$ cat config.mk
export PLATFORM = sky130hd
export DESIGN_NAME = parallel_eeprom_program_sequencer_top
export DESIGN_NICKNAME = d
export VERILOG_FILES = /design/src/peps_pkg.sv /design/src/peps_front.sv /design/src/peps_queue.sv /design/src/peps_back.sv /design/src/parallel_eeprom_program_sequencer_top.sv
export SDC_FILE = /design/constraint.sdc
export NUM_CORES = 1
export LEC_CHECK = 0
export BUFFER_PORTS_ARGS = -buffer_cell sky130_fd_sc_hd__buf_2
export CORE_ASPECT_RATIO = 0.8
export CORE_MARGIN = 4
export CORE_UTILIZATION = 40
export DETAILED_ROUTE_END_ITERATION = 12
export SLEW_MARGIN = 20
export SYNTH_ARGS = -nofsm -noshare
export SYNTH_HDL_FRONTEND = slang
export SYNTH_SLANG_ARGS = --single-unit
$ cat constraint.sdc
create_clock -name clock -period 4.5 [get_ports clock]
set_input_delay 0 -clock clock [delete_from_list [all_inputs] [get_ports clock]]
set_output_delay 0 -clock clock [all_outputs]
set_load 0.005 [all_outputs]
$ cat src/peps_pkg.sv
package peps_pkg;

   // Device address width
   localparam int ADDR_BITS = 15;
   // Widths of the fixed fields
   localparam int DATA_W    = 8;
   localparam int COUNT_W   = 16;
   localparam int SIZE_W    = 16;
   localparam int PB_W      = 4;
   localparam int CSR_IDX_W = 3;
   localparam int CSR_W     = (ADDR_BITS > SIZE_W) ? ADDR_BITS : SIZE_W;
   localparam int CMP_W     = (ADDR_BITS > SIZE_W) ? ADDR_BITS : SIZE_W;

   // Request actions
   localparam logic [1:0] ACT_READ   = 2'd0;
   localparam logic [1:0] ACT_WRITE  = 2'd1;
   localparam logic [1:0] ACT_VERIFY = 2'd2;

   // Result kinds
   localparam logic [1:0] KIND_WRITE  = 2'd0;
   localparam logic [1:0] KIND_READ   = 2'd1;
   localparam logic [1:0] KIND_WAIT   = 2'd2;
   localparam logic [1:0] KIND_REJECT = 2'd3;

   // Register indexes
   localparam logic [CSR_IDX_W-1:0] REG_READ_ONLY    = 3'd0;
   localparam logic [CSR_IDX_W-1:0] REG_SDP_ENABLE   = 3'd1;
   localparam logic [CSR_IDX_W-1:0] REG_SDP_DISABLE  = 3'd2;
   localparam logic [CSR_IDX_W-1:0] REG_PAGE_BITS    = 3'd3;
   localparam logic [CSR_IDX_W-1:0] REG_PAGE_WAIT    = 3'd4;
   localparam logic [CSR_IDX_W-1:0] REG_ADDRESS_MASK = 3'd5;
   localparam logic [CSR_IDX_W-1:0] REG_DEVICE_SIZE  = 3'd6;

   // Command addresses and bytes of the protection scheme
   localparam logic [15:0] CMD_A = 16'h5555;
   localparam logic [15:0] CMD_B = 16'h2AAA;
   localparam logic [DATA_W-1:0] CMD_UNLOCK0 = 8'hAA;
   localparam logic [DATA_W-1:0] CMD_UNLOCK1 = 8'h55;
   localparam logic [DATA_W-1:0] CMD_PROGRAM = 8'hA0;
   localparam logic [DATA_W-1:0] CMD_ERASE   = 8'h80;
   localparam logic [DATA_W-1:0] CMD_DISABLE = 8'h20;

   localparam logic [COUNT_W-1:0] COUNT_MAX = 16'h8000;

   // Result slots of one request, issued lowest first
   localparam int NUM_STEPS = 13;
   localparam int STEP_W    = 4;
   localparam logic [STEP_W-1:0] STEP_DIS0     = 4'd0;
   localparam logic [STEP_W-1:0] STEP_DIS1     = 4'd1;
   localparam logic [STEP_W-1:0] STEP_DIS2     = 4'd2;
   localparam logic [STEP_W-1:0] STEP_DIS3     = 4'd3;
   localparam logic [STEP_W-1:0] STEP_DIS4     = 4'd4;
   localparam logic [STEP_W-1:0] STEP_DIS5     = 4'd5;
   localparam logic [STEP_W-1:0] STEP_DIS_WAIT = 4'd6;
   localparam logic [STEP_W-1:0] STEP_PG_WAIT  = 4'd7;
   localparam logic [STEP_W-1:0] STEP_UNL0     = 4'd8;
   localparam logic [STEP_W-1:0] STEP_UNL1     = 4'd9;
   localparam logic [STEP_W-1:0] STEP_UNL2     = 4'd10;
   localparam logic [STEP_W-1:0] STEP_MAIN     = 4'd11;
   localparam logic [STEP_W-1:0] STEP_FINAL    = 4'd12;

   localparam int QUEUE_DEPTH = 4;
   localparam int QPTR_W      = 2;
   localparam int QCNT_W      = 3;

   typedef struct packed {
      logic                 read_only;
      logic                 sdp_enable;
      logic                 sdp_disable_on_start;
      logic [PB_W-1:0]      page_bits;
      logic [DATA_W-1:0]    page_wait_ms;
      logic [ADDR_BITS-1:0] address_mask;
      logic [SIZE_W-1:0]    device_size;
   } cfg_type;

   // One classified request as the back end needs it
   typedef struct packed {
      logic [1:0]           kind;
      logic [ADDR_BITS-1:0] bus_address;
      logic [DATA_W-1:0]    bus_data;
      logic                 mismatch;
      logic [COUNT_W-1:0]   error_count;
      logic [NUM_STEPS-1:0] steps;
   } job_type;

   // Command byte of a protection-sequence slot
   function automatic logic [DATA_W-1:0] step_data(input logic [STEP_W-1:0] step);
      logic [DATA_W-1:0] d;
      case (step)
         STEP_DIS0, STEP_DIS3, STEP_UNL0: d = CMD_UNLOCK0;
         STEP_DIS1, STEP_DIS4, STEP_UNL1: d = CMD_UNLOCK1;
         STEP_DIS2:                       d = CMD_ERASE;
         STEP_DIS5:                       d = CMD_DISABLE;
         STEP_UNL2:                       d = CMD_PROGRAM;
         default:                         d = '0;
      endcase
      return d;
   endfunction

   // Command address of a protection-sequence slot
   function automatic logic [ADDR_BITS-1:0] step_addr(input logic [STEP_W-1:0] step);
      logic [ADDR_BITS-1:0] a;
      case (step)
         STEP_DIS1, STEP_DIS4, STEP_UNL1: a = ADDR_BITS'(CMD_B);
         default:                         a = ADDR_BITS'(CMD_A);
      endcase
      return a;
   endfunction

endpackage

$ cat src/peps_front.sv
module peps_front import peps_pkg::*; (
   input  logic                 clock,
   input  logic                 reset,
   input  cfg_type              cfg,
   input  logic                 req_valid,
   output logic                 req_ready,
   input  logic [1:0]           req_action,
   input  logic [ADDR_BITS-1:0] req_address,
   input  logic [DATA_W-1:0]    req_data,
   input  logic [DATA_W-1:0]    req_sample,
   input  logic                 req_first,
   input  logic                 req_last,
   output logic                 job_valid,
   input  logic                 job_ready,
   output job_type              job
);

   logic [COUNT_W-1:0]   mismatch_count_ff;
   logic [COUNT_W-1:0]   mismatch_count_in;
   logic [COUNT_W-1:0]   count_base;
   logic [COUNT_W-1:0]   count_next;
   logic [ADDR_BITS-1:0] page_low;
   logic [ADDR_BITS-1:0] bus_addr;
   logic                 reject;
   logic                 differs;
   logic                 page_start;
   logic                 disable_seq;
   logic                 has_wait;
   logic                 accept;

   assign req_ready = job_ready;
   assign job_valid = req_valid;
   assign accept    = req_valid && req_ready;

   // Classify the request
   always_comb begin
      for (int i = 0; i < ADDR_BITS; i++) begin
         page_low[i] = (i < int'(cfg.page_bits));
      end
      bus_addr    = req_address | cfg.address_mask;
      reject      = (req_action != ACT_READ && req_action != ACT_WRITE &&
                     req_action != ACT_VERIFY) ||
                    (CMP_W'(req_address) >= CMP_W'(cfg.device_size)) ||
                    (req_action == ACT_WRITE && cfg.read_only);
      differs     = (req_sample != req_data);
      page_start  = (cfg.page_bits != '0) && ((req_address & page_low) == '0);
      disable_seq = req_first && cfg.sdp_disable_on_start;
      has_wait    = (cfg.page_wait_ms != '0);
      count_base  = req_first ? '0 : mismatch_count_ff;
      count_next  = (differs && count_base < COUNT_MAX) ? count_base + 1'b1 : count_base;
   end

   // Build the job descriptor
   always_comb begin
      job             = '0;
      job.steps[STEP_MAIN] = 1'b1;
      if (reject) begin
         job.kind = KIND_REJECT;
      end else if (req_action == ACT_READ) begin
         job.kind        = KIND_READ;
         job.bus_address = bus_addr;
         job.bus_data    = req_sample;
      end else if (req_action == ACT_VERIFY) begin
         job.kind        = KIND_READ;
         job.bus_address = bus_addr;
         job.bus_data    = req_sample;
         job.mismatch    = differs;
         job.error_count = count_next;
      end else begin
         job.kind        = KIND_WRITE;
         job.bus_address = bus_addr;
         job.bus_data    = req_data;
         job.steps[STEP_DIS0]     = disable_seq;
         job.steps[STEP_DIS1]     = disable_seq;
         job.steps[STEP_DIS2]     = disable_seq;
         job.steps[STEP_DIS3]     = disable_seq;
         job.steps[STEP_DIS4]     = disable_seq;
         job.steps[STEP_DIS5]     = disable_seq;
         job.steps[STEP_DIS_WAIT] = disable_seq && has_wait;
         job.steps[STEP_PG_WAIT]  = page_start && has_wait;
         job.steps[STEP_UNL0]     = page_start && cfg.sdp_enable;
         job.steps[STEP_UNL1]     = page_start && cfg.sdp_enable;
         job.steps[STEP_UNL2]     = page_start && cfg.sdp_enable;
         job.steps[STEP_FINAL]    = req_last && has_wait;
      end
   end

   // Advance the session mismatch count on an accepted verify
   always_comb begin
      mismatch_count_in = mismatch_count_ff;
      if (accept && !reject && req_action == ACT_VERIFY) begin
         mismatch_count_in = count_next;
      end
   end

   always_ff @(posedge clock) begin
      if (reset) begin
         mismatch_count_ff <= '0;
      end else begin
         mismatch_count_ff <= mismatch_count_in;
      end
   end

endmodule

$ cat src/peps_queue.sv
module peps_queue import peps_pkg::*; (
   input  logic    clock,
   input  logic    reset,
   input  logic    in_valid,
   output logic    in_ready,
   input  job_type in_job,
   output logic    out_valid,
   input  logic    out_ready,
   output job_type out_job
);

   job_type           slot_ff [QUEUE_DEPTH];
   logic [QPTR_W-1:0] wr_ptr_ff;
   logic [QPTR_W-1:0] wr_ptr_in;
   logic [QPTR_W-1:0] rd_ptr_ff;
   logic [QPTR_W-1:0] rd_ptr_in;
   logic [QCNT_W-1:0] count_ff;
   logic [QCNT_W-1:0] count_in;
   logic              push;
   logic              pop;

   assign in_ready  = (count_ff != QCNT_W'(QUEUE_DEPTH));
   assign out_valid = (count_ff != '0);
   assign out_job   = slot_ff[rd_ptr_ff];
   assign push      = in_valid && in_ready;
   assign pop       = out_valid && out_ready;

   // Move pointers and occupancy
   always_comb begin
      wr_ptr_in = push ? wr_ptr_ff + 1'b1 : wr_ptr_ff;
      rd_ptr_in = pop ? rd_ptr_ff + 1'b1 : rd_ptr_ff;
      count_in  = count_ff;
      if (push && !pop) begin
         count_in = count_ff + 1'b1;
      end else if (pop && !push) begin
         count_in = count_ff - 1'b1;
      end
   end

   always_ff @(posedge clock) begin
      if (reset) begin
         wr_ptr_ff <= '0;
         rd_ptr_ff <= '0;
         count_ff  <= '0;
      end else begin
         wr_ptr_ff <= wr_ptr_in;
         rd_ptr_ff <= rd_ptr_in;
         count_ff  <= count_in;
      end
   end

   // Store the pushed job
   always_ff @(posedge clock) begin
      if (push) begin
         slot_ff[wr_ptr_ff] <= in_job;
      end
   end

endmodule

$ cat src/peps_back.sv
module peps_back import peps_pkg::*; (
   input  logic                  clock,
   input  logic                  reset,
   input  cfg_type               cfg,
   input  logic                  job_valid,
   output logic                  job_ready,
   input  job_type               job,
   output logic                  rsp_valid,
   input  logic                  rsp_ready,
   output logic [1:0]            rsp_kind,
   output logic [ADDR_BITS-1:0]  rsp_bus_address,
   output logic [DATA_W-1:0]     rsp_bus_data,
   output logic [DATA_W-1:0]     rsp_wait_ms,
   output logic                  rsp_mismatch,
   output logic [COUNT_W-1:0]    rsp_error_count,
   output logic                  rsp_last_of_run
);

   job_type              cur_ff, cur_in;
   logic [NUM_STEPS-1:0] mask_ff, mask_in;
   logic                 act_ff, act_in;
   logic                 rsp_valid_ff, rsp_valid_in;
   logic [1:0]           kind_ff, kind_in;
   logic [ADDR_BITS-1:0] addr_ff, addr_in;
   logic [DATA_W-1:0]    data_ff, data_in;
   logic [DATA_W-1:0]    wait_ff, wait_in;
   logic                 mis_ff, mis_in;
   logic [COUNT_W-1:0]   cnt_ff, cnt_in;
   logic                 last_ff, last_in;
   logic [STEP_W-1:0]    step;
   logic [NUM_STEPS-1:0] rest;
   logic                 final_step;
   logic                 advance;
   logic                 pop;

   // Pick the lowest pending slot
   always_comb begin
      step = '0;
      for (int i = NUM_STEPS - 1; i >= 0; i--) begin
         if (mask_ff[i]) begin
            step = STEP_W'(i);
         end
      end
      rest       = mask_ff & (mask_ff - 1'b1);
      final_step = (rest == '0);
      advance    = act_ff && (!rsp_valid_ff || rsp_ready);
      pop        = job_valid && (!act_ff || (advance && final_step));
   end

   assign job_ready = pop;

   // Format the result of the chosen slot
   always_comb begin
      kind_in = KIND_WRITE;
      addr_in = step_addr(step) | cfg.address_mask;
      data_in = step_data(step);
      wait_in = '0;
      mis_in  = 1'b0;
      cnt_in  = '0;
      last_in = final_step;
      case (step)
         STEP_DIS_WAIT, STEP_PG_WAIT, STEP_FINAL: begin
            kind_in = KIND_WAIT;
            addr_in = '0;
            data_in = '0;
            wait_in = cfg.page_wait_ms;
         end
         STEP_MAIN: begin
            kind_in = cur_ff.kind;
            addr_in = cur_ff.bus_address;
            data_in = cur_ff.bus_data;
            mis_in  = cur_ff.mismatch;
            cnt_in  = cur_ff.error_count;
         end
         default: begin
         end
      endcase
   end

   // Load the next job or retire slots of the current one
   always_comb begin
      cur_in  = pop ? job : cur_ff;
      mask_in = mask_ff;
      act_in  = act_ff;
      if (pop) begin
         mask_in = job.steps;
         act_in  = 1'b1;
      end else if (advance) begin
         mask_in = rest;
         act_in  = !final_step;
      end
      rsp_valid_in = advance ? 1'b1 : (rsp_ready ? 1'b0 : rsp_valid_ff);
   end

   always_ff @(posedge clock) begin
      if (reset) begin
         act_ff       <= 1'b0;
         mask_ff      <= '0;
         rsp_valid_ff <= 1'b0;
      end else begin
         act_ff       <= act_in;
         mask_ff      <= mask_in;
         rsp_valid_ff <= rsp_valid_in;
      end
   end

   // Hold the job and the output register
   always_ff @(posedge clock) begin
      cur_ff <= cur_in;
      if (advance) begin
         kind_ff <= kind_in;
         addr_ff <= addr_in;
         data_ff <= data_in;
         wait_ff <= wait_in;
         mis_ff  <= mis_in;
         cnt_ff  <= cnt_in;
         last_ff <= last_in;
      end
   end

   assign rsp_valid       = rsp_valid_ff;
   assign rsp_kind        = kind_ff;
   assign rsp_bus_address = addr_ff;
   assign rsp_bus_data    = data_ff;
   assign rsp_wait_ms     = wait_ff;
   assign rsp_mismatch    = mis_ff;
   assign rsp_error_count = cnt_ff;
   assign rsp_last_of_run = last_ff;

endmodule

$ cat src/parallel_eeprom_program_sequencer_top.sv
// Program sequencer for a byte-wide parallel EEPROM with software data
// protection. Each request (read, write or verify of one byte) yields one to
// thirteen responses: bus write cycles, bus read cycles, waits or a single
// reject, the last one flagged by rsp_last_of_run. The front end classifies a
// request in the cycle it is accepted and queues it (four deep); the back end
// issues one response per clock from that queue into an output register
// unless rsp_ready stalls it; a request holds the back end until its last
// response is issued, and plain reads, verifies and mid-page writes run at one
// request per clock. Write the registers only while no request is in flight.
module parallel_eeprom_program_sequencer_top import peps_pkg::*; (
   input  logic                 clock,
   input  logic                 reset,
   input  logic                 csr_write_en,
   input  logic [CSR_IDX_W-1:0] csr_index,
   input  logic [CSR_W-1:0]     csr_wdata,
   input  logic                 req_valid,
   output logic                 req_ready,
   input  logic [1:0]           req_action,
   input  logic [ADDR_BITS-1:0] req_address,
   input  logic [DATA_W-1:0]    req_data,
   input  logic [DATA_W-1:0]    req_sample,
   input  logic                 req_first,
   input  logic                 req_last,
   output logic                 rsp_valid,
   input  logic                 rsp_ready,
   output logic [1:0]           rsp_kind,
   output logic [ADDR_BITS-1:0] rsp_bus_address,
   output logic [DATA_W-1:0]    rsp_bus_data,
   output logic [DATA_W-1:0]    rsp_wait_ms,
   output logic                 rsp_mismatch,
   output logic [COUNT_W-1:0]   rsp_error_count,
   output logic                 rsp_last_of_run
);

   cfg_type cfg_ff, cfg_in;
   job_type front_job, queue_job;
   logic    front_valid, front_ready;
   logic    queue_valid, queue_ready;

   // Apply register writes
   always_comb begin
      cfg_in = cfg_ff;
      if (csr_write_en) begin
         case (csr_index)
            REG_READ_ONLY:    cfg_in.read_only            = csr_wdata[0];
            REG_SDP_ENABLE:   cfg_in.sdp_enable           = csr_wdata[0];
            REG_SDP_DISABLE:  cfg_in.sdp_disable_on_start = csr_wdata[0];
            REG_PAGE_BITS:    cfg_in.page_bits            = csr_wdata[PB_W-1:0];
            REG_PAGE_WAIT:    cfg_in.page_wait_ms         = csr_wdata[DATA_W-1:0];
            REG_ADDRESS_MASK: cfg_in.address_mask         = csr_wdata[ADDR_BITS-1:0];
            REG_DEVICE_SIZE:  cfg_in.device_size          = csr_wdata[SIZE_W-1:0];
            default: begin
            end
         endcase
      end
   end

   always_ff @(posedge clock) begin
      if (reset) begin
         cfg_ff.read_only            <= 1'b0;
         cfg_ff.sdp_enable           <= 1'b0;
         cfg_ff.sdp_disable_on_start <= 1'b0;
         cfg_ff.page_bits            <= PB_W'(6);
         cfg_ff.page_wait_ms         <= DATA_W'(10);
         cfg_ff.address_mask         <= '0;
         cfg_ff.device_size          <= SIZE_W'(32768);
      end else begin
         cfg_ff <= cfg_in;
      end
   end

   peps_front u_front (
      .clock       (clock),
      .reset       (reset),
      .cfg         (cfg_ff),
      .req_valid   (req_valid),
      .req_ready   (req_ready),
      .req_action  (req_action),
      .req_address (req_address),
      .req_data    (req_data),
      .req_sample  (req_sample),
      .req_first   (req_first),
      .req_last    (req_last),
      .job_valid   (front_valid),
      .job_ready   (front_ready),
      .job         (front_job)
   );

   peps_queue u_queue (
      .clock     (clock),
      .reset     (reset),
      .in_valid  (front_valid),
      .in_ready  (front_ready),
      .in_job    (front_job),
      .out_valid (queue_valid),
      .out_ready (queue_ready),
      .out_job   (queue_job)
   );

   peps_back u_back (
      .clock           (clock),
      .reset           (reset),
      .cfg             (cfg_ff),
      .job_valid       (queue_valid),
      .job_ready       (queue_ready),
      .job             (queue_job),
      .rsp_valid       (rsp_valid),
      .rsp_ready       (rsp_ready),
      .rsp_kind        (rsp_kind),
      .rsp_bus_address (rsp_bus_address),
      .rsp_bus_data    (rsp_bus_data),
      .rsp_wait_ms     (rsp_wait_ms),
      .rsp_mismatch    (rsp_mismatch),
      .rsp_error_count (rsp_error_count),
      .rsp_last_of_run (rsp_last_of_run)
   );

endmodule
==> flow_metrics.env, run 1 <==
export IMPL_path_max_fanout=20
export IMPL_layoutNonFillerInstCount=1819
export IMPL_dr_pass1_iters=5
export IMPL_max_clock_freq_ghz=0.285
export IMPL_worst_pin_slew_ps=1070
export IMPL_status="complete, no violations"
export IMPL_drt_wl_total_mm=35.8
export IMPL_dieArea_um2=41800
export IMPL_grt_pass1_vias=9645
export IMPL_slew_headroom=0.286
export IMPL_final_util=0.475
export IMPL_crit_type="register to register"
export IMPL_power_density_nw_per_um2=598
export IMPL_synth_ff_type="edfxtp_1"
export IMPL_design_area_um2=18100
export IMPL_hold_depth=3
export IMPL_grt_pass1_wl_mm=55.6
export IMPL_async_flop_share=0
export IMPL_dpl_instance_area_um2=16400
export IMPL_die_h_um=184
export IMPL_grt_max_degree=81
export IMPL_cp_required_ps=4700
export IMPL_fin_hold_ws_ps=11.4
export IMPL_drive_gt1_frac=0.192
export IMPL_arrival_ps=3700
export IMPL_core_area_um2=38100
export IMPL_antenna_found_initial=0
export IMPL_grt_usage=0.171
export IMPL_rsz0062_at_grt="false"
export IMPL_synth_area_leaders="edfxtp_1, dfxtp_1, mux4_2"
export IMPL_ys_types=79
export IMPL_clk_pin_slew_worst_paths_ps=60
export IMPL_slew_viol_final=0
export IMPL_ios=112
export IMPL_min_from="req_sample[7]"
export IMPL_area_delta_synth_final_pct=17.4
export IMPL_gp_congestion=0.867
export IMPL_yosys_area_top_type="edfxtp_1"
export IMPL_critPathLaunch="u_back.mask_ff[0]"
export IMPL_htree_levels=2
export IMPL_num_rows=64
export IMPL_routed_via_density=5.31
export IMPL_avgSynthCellArea_um2=13.5
export IMPL_synth_cells=1139
export IMPL_root_buffer="clkbuf_16"
export IMPL_yosysWarnings=0
export IMPL_drt_drc_violations_left=0
export IMPL_synth_seq_cells=367
export IMPL_cts_tree="built"
export IMPL_setup_viol=0
export IMPL_reg2reg_slack_ps=1000
export IMPL_yosysMostFrequentCell="edfxtp_1"
export IMPL_port_buffers=111
export IMPL_hp_class="input pin to register"
export IMPL_post_place_cells=1706
export IMPL_drtIter0Drc=859
export IMPL_synth_edf_count=281
export IMPL_overflow=0
export IMPL_cts_setup_buffers=0
export IMPL_peakVddDrop_uv=282
export IMPL_cts_resized=0
export IMPL_clock_skew_ps=21.5
export IMPL_dr_total_vias=9660
export IMPL_cts_buffer_depth=3
export IMPL_die_width_um=228
export IMPL_hold_end="u_queue.slot_ff[3][36]"
export IMPL_synth_top_cell_area_share=0.547
export IMPL_end_kind="register"
export IMPL_hpwl_mm=23.4
export IMPL_min_period_over_period=0.779
export IMPL_tns_ps=0
export IMPL_antenna_cells=0
export IMPL_startpoint_type="register"
export IMPL_hold_buffers=43
export IMPL_nNetsFinal=1382
export IMPL_ff2ff_path_depth=7
export IMPL_synth_nets=1224
export IMPL_ant_nets=0
export IMPL_rr_startpoint="u_back.mask_ff[0]"
export IMPL_ys_seq_area_frac=0.659
export IMPL_cts_buffers=39
export IMPL_p_leak_nw=6.28
export IMPL_start_util=0.405
export IMPL_final_hold_viol_count=0
export IMPL_maxCapViolations=0
export IMPL_post_drt_wl_per_cell_um=19.7
export IMPL_clkLatencyLatePin_ps=530
export IMPL_netlist_area_um2=15400
export IMPL_period_needed_ps=3500
export IMPL_cts_sinks=367
export IMPL_synthTopCellsByCount="edfxtp_1, nand2_1, nor2_1"
export IMPL_r2r_end="u_back.cur_ff[54]"
area by class of cell:
type | instances | area, um2
repair buffers | 171 | 1150
well taps | 495 | 619
flip-flops and latches | 367 | 10200
clock inverters | 17 | 181
multi-input cells | 684 | 4850
clock buffers | 51 | 1020
inverters | 34 | 128
fillers | 3332 | 20000
flip-flops by register name, indices dropped and copies added (netlist names), named ones only:
register	count
u_back.rsp_last_of_run	1
u_back.rsp_mismatch	1
u_back.rsp_kind	2
u_back.act_ff	1
u_back.rsp_bus_data	8
u_back.mask_ff	13
u_queue.slot_ff	188
u_back.rsp_error_count	16
u_queue.count_ff	3
u_queue.wr_ptr_ff	2
u_back.rsp_valid	1
u_back.rsp_wait_ms	8
u_back.cur_ff	42
cfg_ff	46
u_queue.rd_ptr_ff	2
u_back.rsp_bus_address	15
u_front.mismatch_count_ff	16
worst max-delay path by stage:
stage	end	slack, ps	cells past startpoint
finish	u_back.cur_ff[54]	1000	7
global route	u_back.cur_ff[47]	840	7
CTS	u_back.cur_ff[54]	990	7
detailed placement	u_back.cur_ff[47]	1020	7
global placement	u_back.cur_ff[47]	1140	7
floorplan	u_back.cur_ff[13]	1310	8
cells by family (layout without fill, tap and decap cells):
logic type               Yosys count  in the layout  share of synthesized area
adder cells (fa/ha/maj)           27             27                     0.0222
flip-flops                       367            367                      0.659
AO/OA/AOI/OAI                    202            202                     0.0826
XOR/XNOR                          23             23                     0.0131
buffers and inverters             88            273                     0.0273
multiplexers                      68             68                     0.0826
AND/OR/NAND/NOR                  364            364                      0.113
power breakdown:
part | internal [W] | switching, W | leakage, nW | total [W]
registers | 0.00464 | 0.000330 | 3.30 | 0.00497
clock network | 0.00182 | 0.00124 | 0.583 | 0.00306
logic | 0.00112 | 0.00167 | 2.40 | 0.00279
total | 0.00758 | 0.00324 | 6.28 | 0.0108
cells in the final DEF (no fill, tap or decap), drive strengths merged, types with 15 or more instances in the layout:
cell type    instances
dlygate4sd3         43
nand2              127
buf                128
xnor2               21
o21ai               64
nor2                92
mux4                47
clkbuf              51
a21oi               65
nand3               15
edfxtp             281
mux2i               20
nor3                22
ha                  25
and2                31
inv                 33
dfxtp               86
critical path, stage by stage (launching register included):
cell and delay, ps:
dfxtp_1 370, or4_4 660, a2111oi_4 390, o21ai_1 180
nor3_4 410, nor2_2 190, clkinv_1 570, buf_4 390
metrics by stage:
step / total power [W] / setup WS (ps)
4_1_cts: 0.0109 / 986
6_report: 0.0108 / 996
3_5_place_dp: 0.00780 / 1020
2_1_floorplan: 0.00678 / 1310
3_3_place_gp: 0.00774 / 1140
5_1_grt: 0.0114 / 838
metal layers:
layer / up-vias / GRT usage / wire length (um)
li1: 4568 / - / -
met1: 4790 / 0.248 / 16600
met2: 251 / 0.270 / 16600
met3: 51 / 0.0295 / 1900
met4: 0 / 0.0426 / 709
met5: - / 0 / 0
Power figures use the tool's default switching activity.
==> run 2, diff against run 1 <==
--- a/config.mk
+++ b/config.mk
@@ -5,6 +5,7 @@
 export SDC_FILE = /design/constraint.sdc
 export NUM_CORES = 1
 export LEC_CHECK = 0
+export ABC_AREA = 1
 export BUFFER_PORTS_ARGS = -buffer_cell sky130_fd_sc_hd__buf_2
 export CORE_ASPECT_RATIO = 0.8
 export CORE_MARGIN = 4
==> constraint.sdc (replaced) <==
create_clock -name clock -period 3.4 [get_ports clock]
set_input_delay 0 -clock clock [delete_from_list [all_inputs] [get_ports clock]]
set_output_delay 0 -clock clock [all_outputs]
set_load 0.005 [all_outputs]
==> run 2 against run 1 <==
Die area rose by 1.1%. Count of clock-buffer cells in the layout fell by 2. Flip-flop and latch count did not move. Critical endpoint is now u_queue.slot_ff[3][35]. Largest cell class unchanged.
==> flow_metrics.env, run 2 <==
export IMPL_post_place_cells=2082
export IMPL_htree_levels=2
export IMPL_root_buffer="clkbuf_16"
export IMPL_cts_tree="built"
export IMPL_overflow=0
export IMPL_critPathLaunch="cfg_ff[13]"
export IMPL_grt_max_degree=95
export IMPL_ys_seq_area_frac=0.651
export IMPL_top_register="u_queue.slot_ff"
export IMPL_drtIter0Drc=1178
export IMPL_antenna_found_initial=0
export IMPL_hold_buffers=56
export IMPL_status="complete, no violations"
export IMPL_end_kind="register"
export IMPL_clkLatencyLatePin_ps=530
export IMPL_synth_top_cell_area_share=0.541
export IMPL_num_rows=64
export IMPL_synth_edf_count=281
export IMPL_max_clock_freq_ghz=0.354
export IMPL_clk_pin_slew_worst_paths_ps=60
export IMPL_synthTopCellsByCount="nor2_1, edfxtp_1, nand2_1"
export IMPL_path_max_fanout=12
export IMPL_ys_types=48
export IMPL_port_buffers=111
export IMPL_nNetsFinal=1769
export IMPL_min_from="req_address[2]"
export IMPL_power_density_nw_per_um2=868
export IMPL_dieArea_um2=42200
export IMPL_yosysWarnings=0
export IMPL_multiInputGateArea_um2=4690
export IMPL_crit_type="register to register"
export IMPL_cts_resized=0
export IMPL_grt_usage=0.182
export IMPL_r2r_end="u_queue.slot_ff[3][35]"
export IMPL_yosys_area_top_type="edfxtp_1"
export IMPL_synth_area_leaders="edfxtp_1, dfxtp_1, nor2_1"
export IMPL_rsz0062_at_grt="false"
export IMPL_hold_depth=3
export IMPL_yosysMostFrequentCell="nor2_1"
export IMPL_arrival_ps=3170
export IMPL_tns_ps=0
export IMPL_maxCapViolations=0
export IMPL_area_delta_synth_final_pct=18.9
export IMPL_hp_class="input pin to register"
export IMPL_p_leak_nw=7.28
export IMPL_cts_setup_buffers=0
export IMPL_synth_ff_type="edfxtp_1"
export IMPL_synth_seq_cells=367
export IMPL_min_period_over_period=0.831
export IMPL_cts_buffer_depth=3
export IMPL_grt_pass1_wl_mm=61.1
export IMPL_drt_wl_total_mm=38.7
export IMPL_fin_hold_ws_ps=12.1
export IMPL_peakVddDrop_uv=446
export IMPL_reg2reg_slack_ps=580
export IMPL_rr_startpoint="cfg_ff[13]"
export IMPL_cts_buffers=39
export IMPL_drive_gt1_frac=0.137
export IMPL_avgSynthCellArea_um2=10.3
export IMPL_layout_commonest_cell="nor2_1"
export IMPL_antenna_cells=0
export IMPL_setup_viol=0
export IMPL_ff2ff_path_depth=11
export IMPL_synth_nets=1601
export IMPL_slew_headroom=0.333
export IMPL_final_hold_viol_count=0
export IMPL_start_util=0.407
export IMPL_regArea_um2=10200
export IMPL_ant_nets=0
export IMPL_routed_via_density=5.08
export IMPL_dr_total_vias=11200
export IMPL_largest_reg_flops=188
export IMPL_netlist_area_um2=15600
export IMPL_slew_viol_final=0
export IMPL_period_needed_ps=2820
export IMPL_die_h_um=185
export IMPL_post_drt_wl_per_cell_um=17.5
export IMPL_cts_sinks=367
export IMPL_worst_pin_slew_ps=1000
export IMPL_dr_pass1_iters=6
export IMPL_grt_pass1_vias=10700
export IMPL_async_flop_share=0
export IMPL_most_common_layout_cells="nor2_1, edfxtp_1, nand2_1, o21ai_0, inv_1"
export IMPL_ios=112
export IMPL_hpwl_mm=24.6
export IMPL_drt_drc_violations_left=0
export IMPL_cp_required_ps=3740
export IMPL_die_width_um=229
export IMPL_layoutNonFillerInstCount=2208
export IMPL_reg_top3="u_queue.slot_ff: 188 flops, cfg_ff: 46 flops, u_back.cur_ff: 42 flops"
export IMPL_clock_skew_ps=18.3
export IMPL_startpoint_type="register"
export IMPL_synth_cells=1516
export IMPL_fillerInstances=3489
export IMPL_hold_end="u_queue.slot_ff[2][39]"
export IMPL_gp_congestion=0.920
export IMPL_core_area_um2=38400
[run 2: cell count changes after synthesis, moves of 13 or more]
cell | before | now
nor2_1 | 91 | 307
o21ai_0 | 61 | 166
inv_1 | 32 | 132
nand2_1 | 127 | 197
mux4_2 | 47 | 0
o22ai_1 | 2 | 48
and2_1 | 31 | 1
mux2i_1 | 20 | 0
xnor2_1 | 21 | 1
xor2_1 | 2 | 21
nand3_1 | 15 | 31
nor2b_1 | 14 | 0
o21ai_1 | 2 | 15
[run 2: worst max-delay path: stages (launching register included)]
cell           delay, ps
dfxtp_1              300
inv_1                 50
ha_1                 290
a21oi_1              150
nor2_1                50
nor2_1                80
nor2_1                50
nor2_1               140
and2_1               250
nand3_2              310
a21oi_1              290
dlygate4sd3_1        680
[run 2: area by class of cell]
type / count / share of cell area
repair buffers: 187 / 0.0682
well taps: 495 / 0.0334
clock buffers: 49 / 0.0580
multi-input cells: 947 / 0.253
flip-flops and latches: 367 / 0.548
clock inverters: 21 / 0.0109
inverters: 142 / 0.0291
[run 2: stage by stage]
stage / cell area (um2) / setup WS [ps] / power, W / util
global placement: 16700 / 780 / 0.0119 / 0.436
floorplan: 15600 / 250 / 0.0101 / -
finish: 18600 / 575 / 0.0161 / 0.484
CTS: 18600 / 606 / 0.0163 / 0.484
detailed placement: 16700 / 657 / 0.0119 / 0.436
global route: 18600 / 323 / 0.0172 / 0.484
[run 2: worst max path at each step]
stage / endpoint / slack, ps / cells past startpoint
after global placement: u_queue.slot_ff[2][25] / 780 / 12
after global routing: u_queue.slot_ff[2][22] / 320 / 12
after CTS: u_queue.slot_ff[3][29] / 610 / 11
final: u_queue.slot_ff[3][35] / 580 / 11
after detailed placement: u_queue.slot_ff[3][25] / 660 / 12
after floorplan: u_queue.slot_ff[0][10] / 250 / 4
[run 2: power by group]
part           internal, W  switching (W)  total [W]
logic              0.00156        0.00369    0.00525
clock network      0.00254        0.00168    0.00423
registers          0.00626       0.000373    0.00664
[run 2: cells by family after synthesis]
logic type                 count (synthesis)  synth area share
DFF                                      367             0.651
AOI/OAI and AO/OA                        315             0.110
adders and majority gates                 26            0.0213
xor gates and xnor gates                  22            0.0123
buffers and inverters                    202            0.0500
and+or+nand+nor                          584             0.155
[run 2: metal layers]
metal | track usage | wire (um)
met3 | 0.0263 | 1850
met5 | 0 | 0
met2 | 0.299 | 18000
met4 | 0.0460 | 872
met1 | 0.258 | 18000
